[src/rtl/hcbd_pkg.sv]
package hcbd_pkg;

   localparam int unsigned ByteWidth = 8;
   localparam int unsigned DigitWidth = 4;

   localparam logic [ByteWidth-1:0] CharSemi = 8'h3B;
   localparam logic [ByteWidth-1:0] CharCr = 8'h0D;
   localparam logic [ByteWidth-1:0] CharLf = 8'h0A;
   localparam logic [ByteWidth-1:0] CharZero = 8'h30;
   localparam logic [ByteWidth-1:0] CharNine = 8'h39;
   localparam logic [ByteWidth-1:0] CharLowA = 8'h61;
   localparam logic [ByteWidth-1:0] CharLowF = 8'h66;
   localparam logic [ByteWidth-1:0] CharUpA = 8'h41;
   localparam logic [ByteWidth-1:0] CharUpF = 8'h46;
   localparam logic [DigitWidth-1:0] HexTen = 4'd10;

   typedef enum logic [6:0] {
      PH_SIZE = 7'b0000001,
      PH_EXT  = 7'b0000010,
      PH_LF1  = 7'b0000100,
      PH_DATA = 7'b0001000,
      PH_CR   = 7'b0010000,
      PH_LF2  = 7'b0100000,
      PH_END  = 7'b1000000
   } phase_type;

   typedef struct packed {
      logic                 payload_valid;
      logic [ByteWidth-1:0] payload_byte;
      logic                 body_done;
   } result_type;

   typedef struct packed {
      logic                  is_hex;
      logic [DigitWidth-1:0] value;
   } hex_type;

   function automatic hex_type hex_decode(input logic [ByteWidth-1:0] b);
      hex_type h;
      logic [ByteWidth-1:0] diff;
      h = '{is_hex: 1'b0, value: '0};
      diff = '0;
      if (b >= CharZero && b <= CharNine) begin
         diff = b - CharZero;
         h = '{is_hex: 1'b1, value: diff[DigitWidth-1:0]};
      end else if (b >= CharLowA && b <= CharLowF) begin
         diff = b - CharLowA;
         h = '{is_hex: 1'b1, value: diff[DigitWidth-1:0] + HexTen};
      end else if (b >= CharUpA && b <= CharUpF) begin
         diff = b - CharUpA;
         h = '{is_hex: 1'b1, value: diff[DigitWidth-1:0] + HexTen};
      end
      return h;
   endfunction

endpackage

[src/rtl/hcbd_step.sv]
module hcbd_step import hcbd_pkg::*; #(
   parameter int unsigned SIZE_WIDTH = 32
) (
   input  phase_type             phase,
   input  logic [SIZE_WIDTH-1:0] count,
   input  logic [ByteWidth-1:0]  data_byte,
   output phase_type             phase_in,
   output logic [SIZE_WIDTH-1:0] count_in,
   output result_type            result
);

   hex_type               hex;
   logic [SIZE_WIDTH-1:0] count_dec;
   phase_type             line_end;
   logic                  valid;

   assign hex = hex_decode(data_byte);
   assign count_dec = count - {{(SIZE_WIDTH-1){1'b0}}, 1'b1};
   assign line_end = (count != '0) ? PH_DATA : PH_END;

   always_comb begin
      phase_in = phase;
      count_in = count;
      valid = 1'b0;
      unique case (phase)
         PH_SIZE: begin
            if (hex.is_hex) begin
               count_in = {count[SIZE_WIDTH-DigitWidth-1:0], hex.value};
            end else if (data_byte == CharSemi) begin
               phase_in = PH_EXT;
            end else if (data_byte == CharCr) begin
               phase_in = PH_LF1;
            end else if (data_byte == CharLf) begin
               phase_in = line_end;
            end
         end
         PH_EXT: begin
            if (data_byte == CharCr) begin
               phase_in = PH_LF1;
            end else if (data_byte == CharLf) begin
               phase_in = line_end;
            end
         end
         PH_LF1: begin
            if (data_byte == CharLf) begin
               phase_in = line_end;
            end
         end
         PH_DATA: begin
            valid = 1'b1;
            count_in = count_dec;
            if (count_dec == '0) begin
               phase_in = PH_CR;
            end
         end
         PH_CR: begin
            if (data_byte == CharCr) begin
               phase_in = PH_LF2;
            end else if (data_byte == CharLf) begin
               phase_in = PH_SIZE;
               count_in = '0;
            end
         end
         PH_LF2: begin
            phase_in = PH_SIZE;
            count_in = '0;
         end
         default: begin
            phase_in = PH_END;
         end
      endcase
   end

   assign result.payload_valid = valid;
   assign result.payload_byte = valid ? data_byte : '0;
   assign result.body_done = (phase_in == PH_END);

endmodule

[src/rtl/http_chunked_body_decoder.sv]
// Decodes an HTTP chunked-transfer body one byte per beat and flags which bytes are
// chunk payload. Each accepted req beat yields exactly one rsp beat, in order. The
// block takes a new beat every cycle while the rsp side is not stalled; a beat passes
// through the input register and then the result register, and the parser state is
// updated as the beat moves from the input register to the result register. A stalled
// rsp side holds the whole two-stage pipe. Chunk sizes are SIZE_WIDTH bits and wrap on
// overflow; a zero-size chunk sets body_done for good, and only reset leaves that
// state.
module http_chunked_body_decoder import hcbd_pkg::*; #(
   parameter int unsigned SIZE_WIDTH = 32
) (
   input  logic        clock,
   input  logic        reset,
   input  logic        req_tvalid,
   output logic        req_tready,
   input  logic [7:0]  req_tdata,  // data_byte
   output logic        rsp_tvalid,
   input  logic        rsp_tready,
   output logic [7:0]  rsp_tdata,  // payload_byte
   output logic [1:0]  rsp_tuser   // body_done, payload_valid
);

   logic                  advance;
   logic                  in_valid_ff;
   logic [ByteWidth-1:0]  in_byte_ff;
   phase_type             phase_ff;
   phase_type             phase_in;
   logic [SIZE_WIDTH-1:0] count_ff;
   logic [SIZE_WIDTH-1:0] count_in;
   result_type            result_in;
   result_type            result_ff;
   logic                  rsp_valid_ff;

   assign advance = !rsp_valid_ff || rsp_tready;
   assign req_tready = advance;

   hcbd_step #(
      .SIZE_WIDTH(SIZE_WIDTH)
   ) u_step (
      .phase    (phase_ff),
      .count    (count_ff),
      .data_byte(in_byte_ff),
      .phase_in (phase_in),
      .count_in (count_in),
      .result   (result_in)
   );

   always_ff @(posedge clock) begin
      if (reset) begin
         in_valid_ff <= 1'b0;
         rsp_valid_ff <= 1'b0;
         phase_ff <= PH_SIZE;
         count_ff <= '0;
      end else if (advance) begin
         in_valid_ff <= req_tvalid;
         rsp_valid_ff <= in_valid_ff;
         if (in_valid_ff) begin
            phase_ff <= phase_in;
            count_ff <= count_in;
         end
      end
   end

   always_ff @(posedge clock) begin
      if (advance) begin
         in_byte_ff <= req_tdata;
         if (in_valid_ff) begin
            result_ff <= result_in;
         end
      end
   end

   assign rsp_tvalid = rsp_valid_ff;
   assign rsp_tdata = result_ff.payload_byte;
   assign rsp_tuser = {result_ff.body_done, result_ff.payload_valid};

endmodule
[config.mk]
export PLATFORM = sky130hd
export DESIGN_NAME = http_chunked_body_decoder
export DESIGN_NICKNAME = d
export VERILOG_FILES = /design/src/rtl/hcbd_pkg.sv /design/src/rtl/hcbd_step.sv /design/src/rtl/http_chunked_body_decoder.sv
export SDC_FILE = /design/constraint.sdc
export NUM_CORES = 1
export LEC_CHECK = 0
export BUFFER_PORTS_ARGS = -buffer_cell sky130_fd_sc_hd__clkbuf_2
export CORE_UTILIZATION = 56
export CTS_CLUSTER_SIZE = 20
export DETAILED_ROUTE_END_ITERATION = 8
export PLACE_DENSITY_LB_ADDON = 0.25
export SETUP_SLACK_MARGIN = 0.1
export SLEW_MARGIN = 30
export SYNTH_ARGS = -nofsm -noshare
export SYNTH_HDL_FRONTEND = slang
export SYNTH_HIERARCHICAL = 1
export SYNTH_SLANG_ARGS = --single-unit
[constraint.sdc]
create_clock -name clock -period 3.4 [get_ports clock]
set_clock_uncertainty 0.1 [all_clocks]
set_input_delay 1.02 -clock clock [delete_from_list [all_inputs] [get_ports clock]]
set_output_delay 1.02 -clock clock [all_outputs]
set_load 0.02 [all_outputs]
==> qor.csv <==
stage;metric;value;unit
floorplanning;row_count;32;
cts;cts_buffers;9;
floorplanning;dieArea;8570;um^2
logic_synthesis;synth_top_area_frac;0.179;
cts;cts_tree;done;
critical_path;cpPeakStageDelay;0.58;ns
logic_synthesis;synth_simple_gate_area_frac;0.273;
logic_synthesis;synth.most_common_cell;nand3_1;
logic_synthesis;synth_commonest_cells;nand3_1 (48), nor2_1 (44), dfxtp_1 (41);
timing;layout_setup_ws;0.227;ns
critical_path;cp_top_family;simple AND/OR/NAND/NOR gates;
critical_path;worstPathCellList;inv_1 > ha_1 > or3b_1 > nor4_2 > xnor2_1 > nand4_1 > or4_1 > nor4_4 > a22o_1 > nand3_1 > a21oi_2;
drt;ant_nets;0;
logic_synthesis;synthCells;550;
logic_synthesis;yosysUniqueCellTypes;61;
grt;grt_use_total;0.283;
timing;fin_hold_ws;0.512;ns
logic_synthesis;synth_top_family_by_area;compound AO/OA/AOI/OAI gates;
floorplanning;die_x;92.6;um
min_path;hp-class;reg -> reg;
cells_and_area;diodes;0;
logic_synthesis;async_reset_ff_frac;0;
critical_path;crit_buf_inv;1;
timing;min_period;3.17;ns
power_and_ir_drop;p_total;0.00166;W
power_and_ir_drop;ir_worst_vdd;0.000342;V
critical_path;end_kind;flip-flop;
placement;hpwl;7650;um
logic_synthesis;syn_nets;569;
logic_synthesis;synth_compound_area_frac;0.308;
grt;grt_pass1_wl;19400;um
logic_synthesis;synth_area_leader_cell;dfxtp_1;
drt;drt-initial-drc-count;371;
timing;worst_slew_pin_slew;0.869;ns
timing;finalCritPeriodShare;0.933;
timing;relSlewSlack;0.421;
run;max-cap-violations;0;
critical_path;cp_max_fo;5;
drt;vias_per_cell;6.45;
grt;gr-total-overflow;0;
logic_synthesis;avgSynthCellArea;8.35;um^2
logic_synthesis;ys_warn_count;6;
timing;setup_tns;0;ns
logic_synthesis;synthMuxAreaShare;0.00436;
floorplanning;initial_core_util;0.585;
floorplanning;die_y;92.6;um
placement;port_buffers;23;
cts;clk_latency;0.36;ns
cts;clock_path_buffers;2;
drt;vias;4284;
timing;max_freq;315;MHz
drt;drt-pass1-iter-count;5;
timing;rsz0062_at_grt;no;
grt;grt_max_degree;87;
critical_path;critical_path_class;reg -> reg;
run_status;status;complete, no violations;
cells_and_area;finalNetCount;576;
critical_path;critPathLaunchType;flip-flop;
drt;drc;0;
cts;h-tree-depth;3;
cells_and_area;drive_gt1_frac;0.217;
logic_synthesis;synth_seq_cells;59;
critical_path;cp.required;3.58;ns
cts;cts-root-buf;clkbuf_8;
drt;post_drt_wl_per_cell;17.6;um
placement;dp_slack;0.232;ns
critical_path;r2r_slack;0.23;ns
cts;clk_pin_slew;0.07;ns
grt;grt_pass1_vias;3857;
timing;drv_slew;0;
cts;hold_buffers;0;
logic_synthesis;synth_flop_cell;dfxtp_1;
logic_synthesis;yosysSeqAreaShare;0.296;
placement;gp_congestion;0.931;
logic_synthesis;synth_edf_count;18;
critical_path;worstPathArrival;3.35;ns
power_and_ir_drop;power_density;332;nW/um^2
logic_synthesis;synth.area.top_cells;dfxtp_1 (18%), edfxtp_1 (12%), a21bo_1 (8.3%);
timing;hold_violations;0;
logic_synthesis;synth_area;4590;um^2
grt;grt_antenna_before_repair;0;
floorplanning;io_pins;24;
power_and_ir_drop;p_leak;1.82;nW
floorplanning;core;7850;um^2
timing;setup_viol;0;
cts;numClockSinks;59;
logic_synthesis;synth_xor_area_frac;0.0305;
drt;wirelength;11700;um
logic_synthesis;yosys.area_share.adder;0.0191;
critical_path;slowest_stage;or4_1;
cells_and_area;syn2layout_area_growth;8.63;%
## kinds of logic (layout without fill, tap and decap cells)
group                    Yosys count  count (layout)
flip-flops                        59              59
AO/OA/AOI/OAI                    183             183
AND/OR/NAND/NOR                  222             222
multiplexers                       2               2
buffers and inverters             61              73
adder cells (fa/ha/maj)            7               7
XOR/XNOR                          16              16
## final timing paths
kind | cells after the start | startpoint | endpoint
max reg2reg | 11 | count_ff[1] | phase_ff[4]
min | 2 | phase_ff[0] | phase_ff[0]
max | 11 | count_ff[1] | phase_ff[4]
min reg2reg | 2 | phase_ff[0] | phase_ff[0]
## metal layers
layer / vias up / routed length [um] / global-route usage
met2: 175 / 5420 / 0.434
met4: 0 / 186 / 0.103
met5: - / 0 / 0
met3: 21 / 732 / 0.0468
met1: 2027 / 5370 / 0.398
li1: 2061 / - / -
## registers in the layout (all words and copies together), names as in the netlist
signal	cells
count_ff	32
in_byte_ff	8
rsp_tdata	8
phase_ff	7
rsp_tuser	2
in_valid_ff	1
rsp_tvalid	1
## worst register-to-register path, delay by kind of cell, from the launching register on
kind | cells | cell delay [ns]
compound gates | 2 | 0.33
xor+xnor | 1 | 0.17
fa+ha+maj | 1 | 0.18
buf+inv | 1 | 0.11
flops | 1 | 0.31
simple gates | 6 | 1.91
## area by class of cell
cell class / count / area [um^2]
clock inverter: 7 / 82.6
fill: 691 / 2860
timing repair buffer: 46 / 300
inverter: 11 / 41.3
tap: 102 / 128
clock buffer: 9 / 124
multi-input combinational: 430 / 2950
sequential: 59 / 1360
## cells in the final DEF (no fill, tap or decap), types with 22 or more instances in the layout
cell type	count
a21bo_1	38
a21oi_1	22
a21oi_2	39
buf_4	22
clkbuf_2	23
dfxtp_1	40
nand2_1	37
nand3_1	48
nor2_1	44
o21ai_0	37
## metrics by stage
stage                     cell area, um^2  instances   util
after detailed placement             4760        648  0.607
after global placement               4760        648  0.607
after global routing                 4990        664  0.636
after floorplan                      4600        550      -
final                                4990        664  0.636
after CTS                            4970        664  0.633
## power by group
group          leakage, nW  switching, W  internal [W]  total, W
registers            0.511     0.0000201      0.000739  0.000759
clock network        0.105      0.000337      0.000351  0.000688
logic                 1.20      0.000137     0.0000727  0.000209
total                 1.82      0.000494       0.00116   0.00166
## repair_timing
action | CTS | global route
buffers inserted | 0 | 0
setup endpoints to repair | 0 | 2
resized for setup | 0 | 4
No activity file was read; power rests on OpenSTA's default activity.
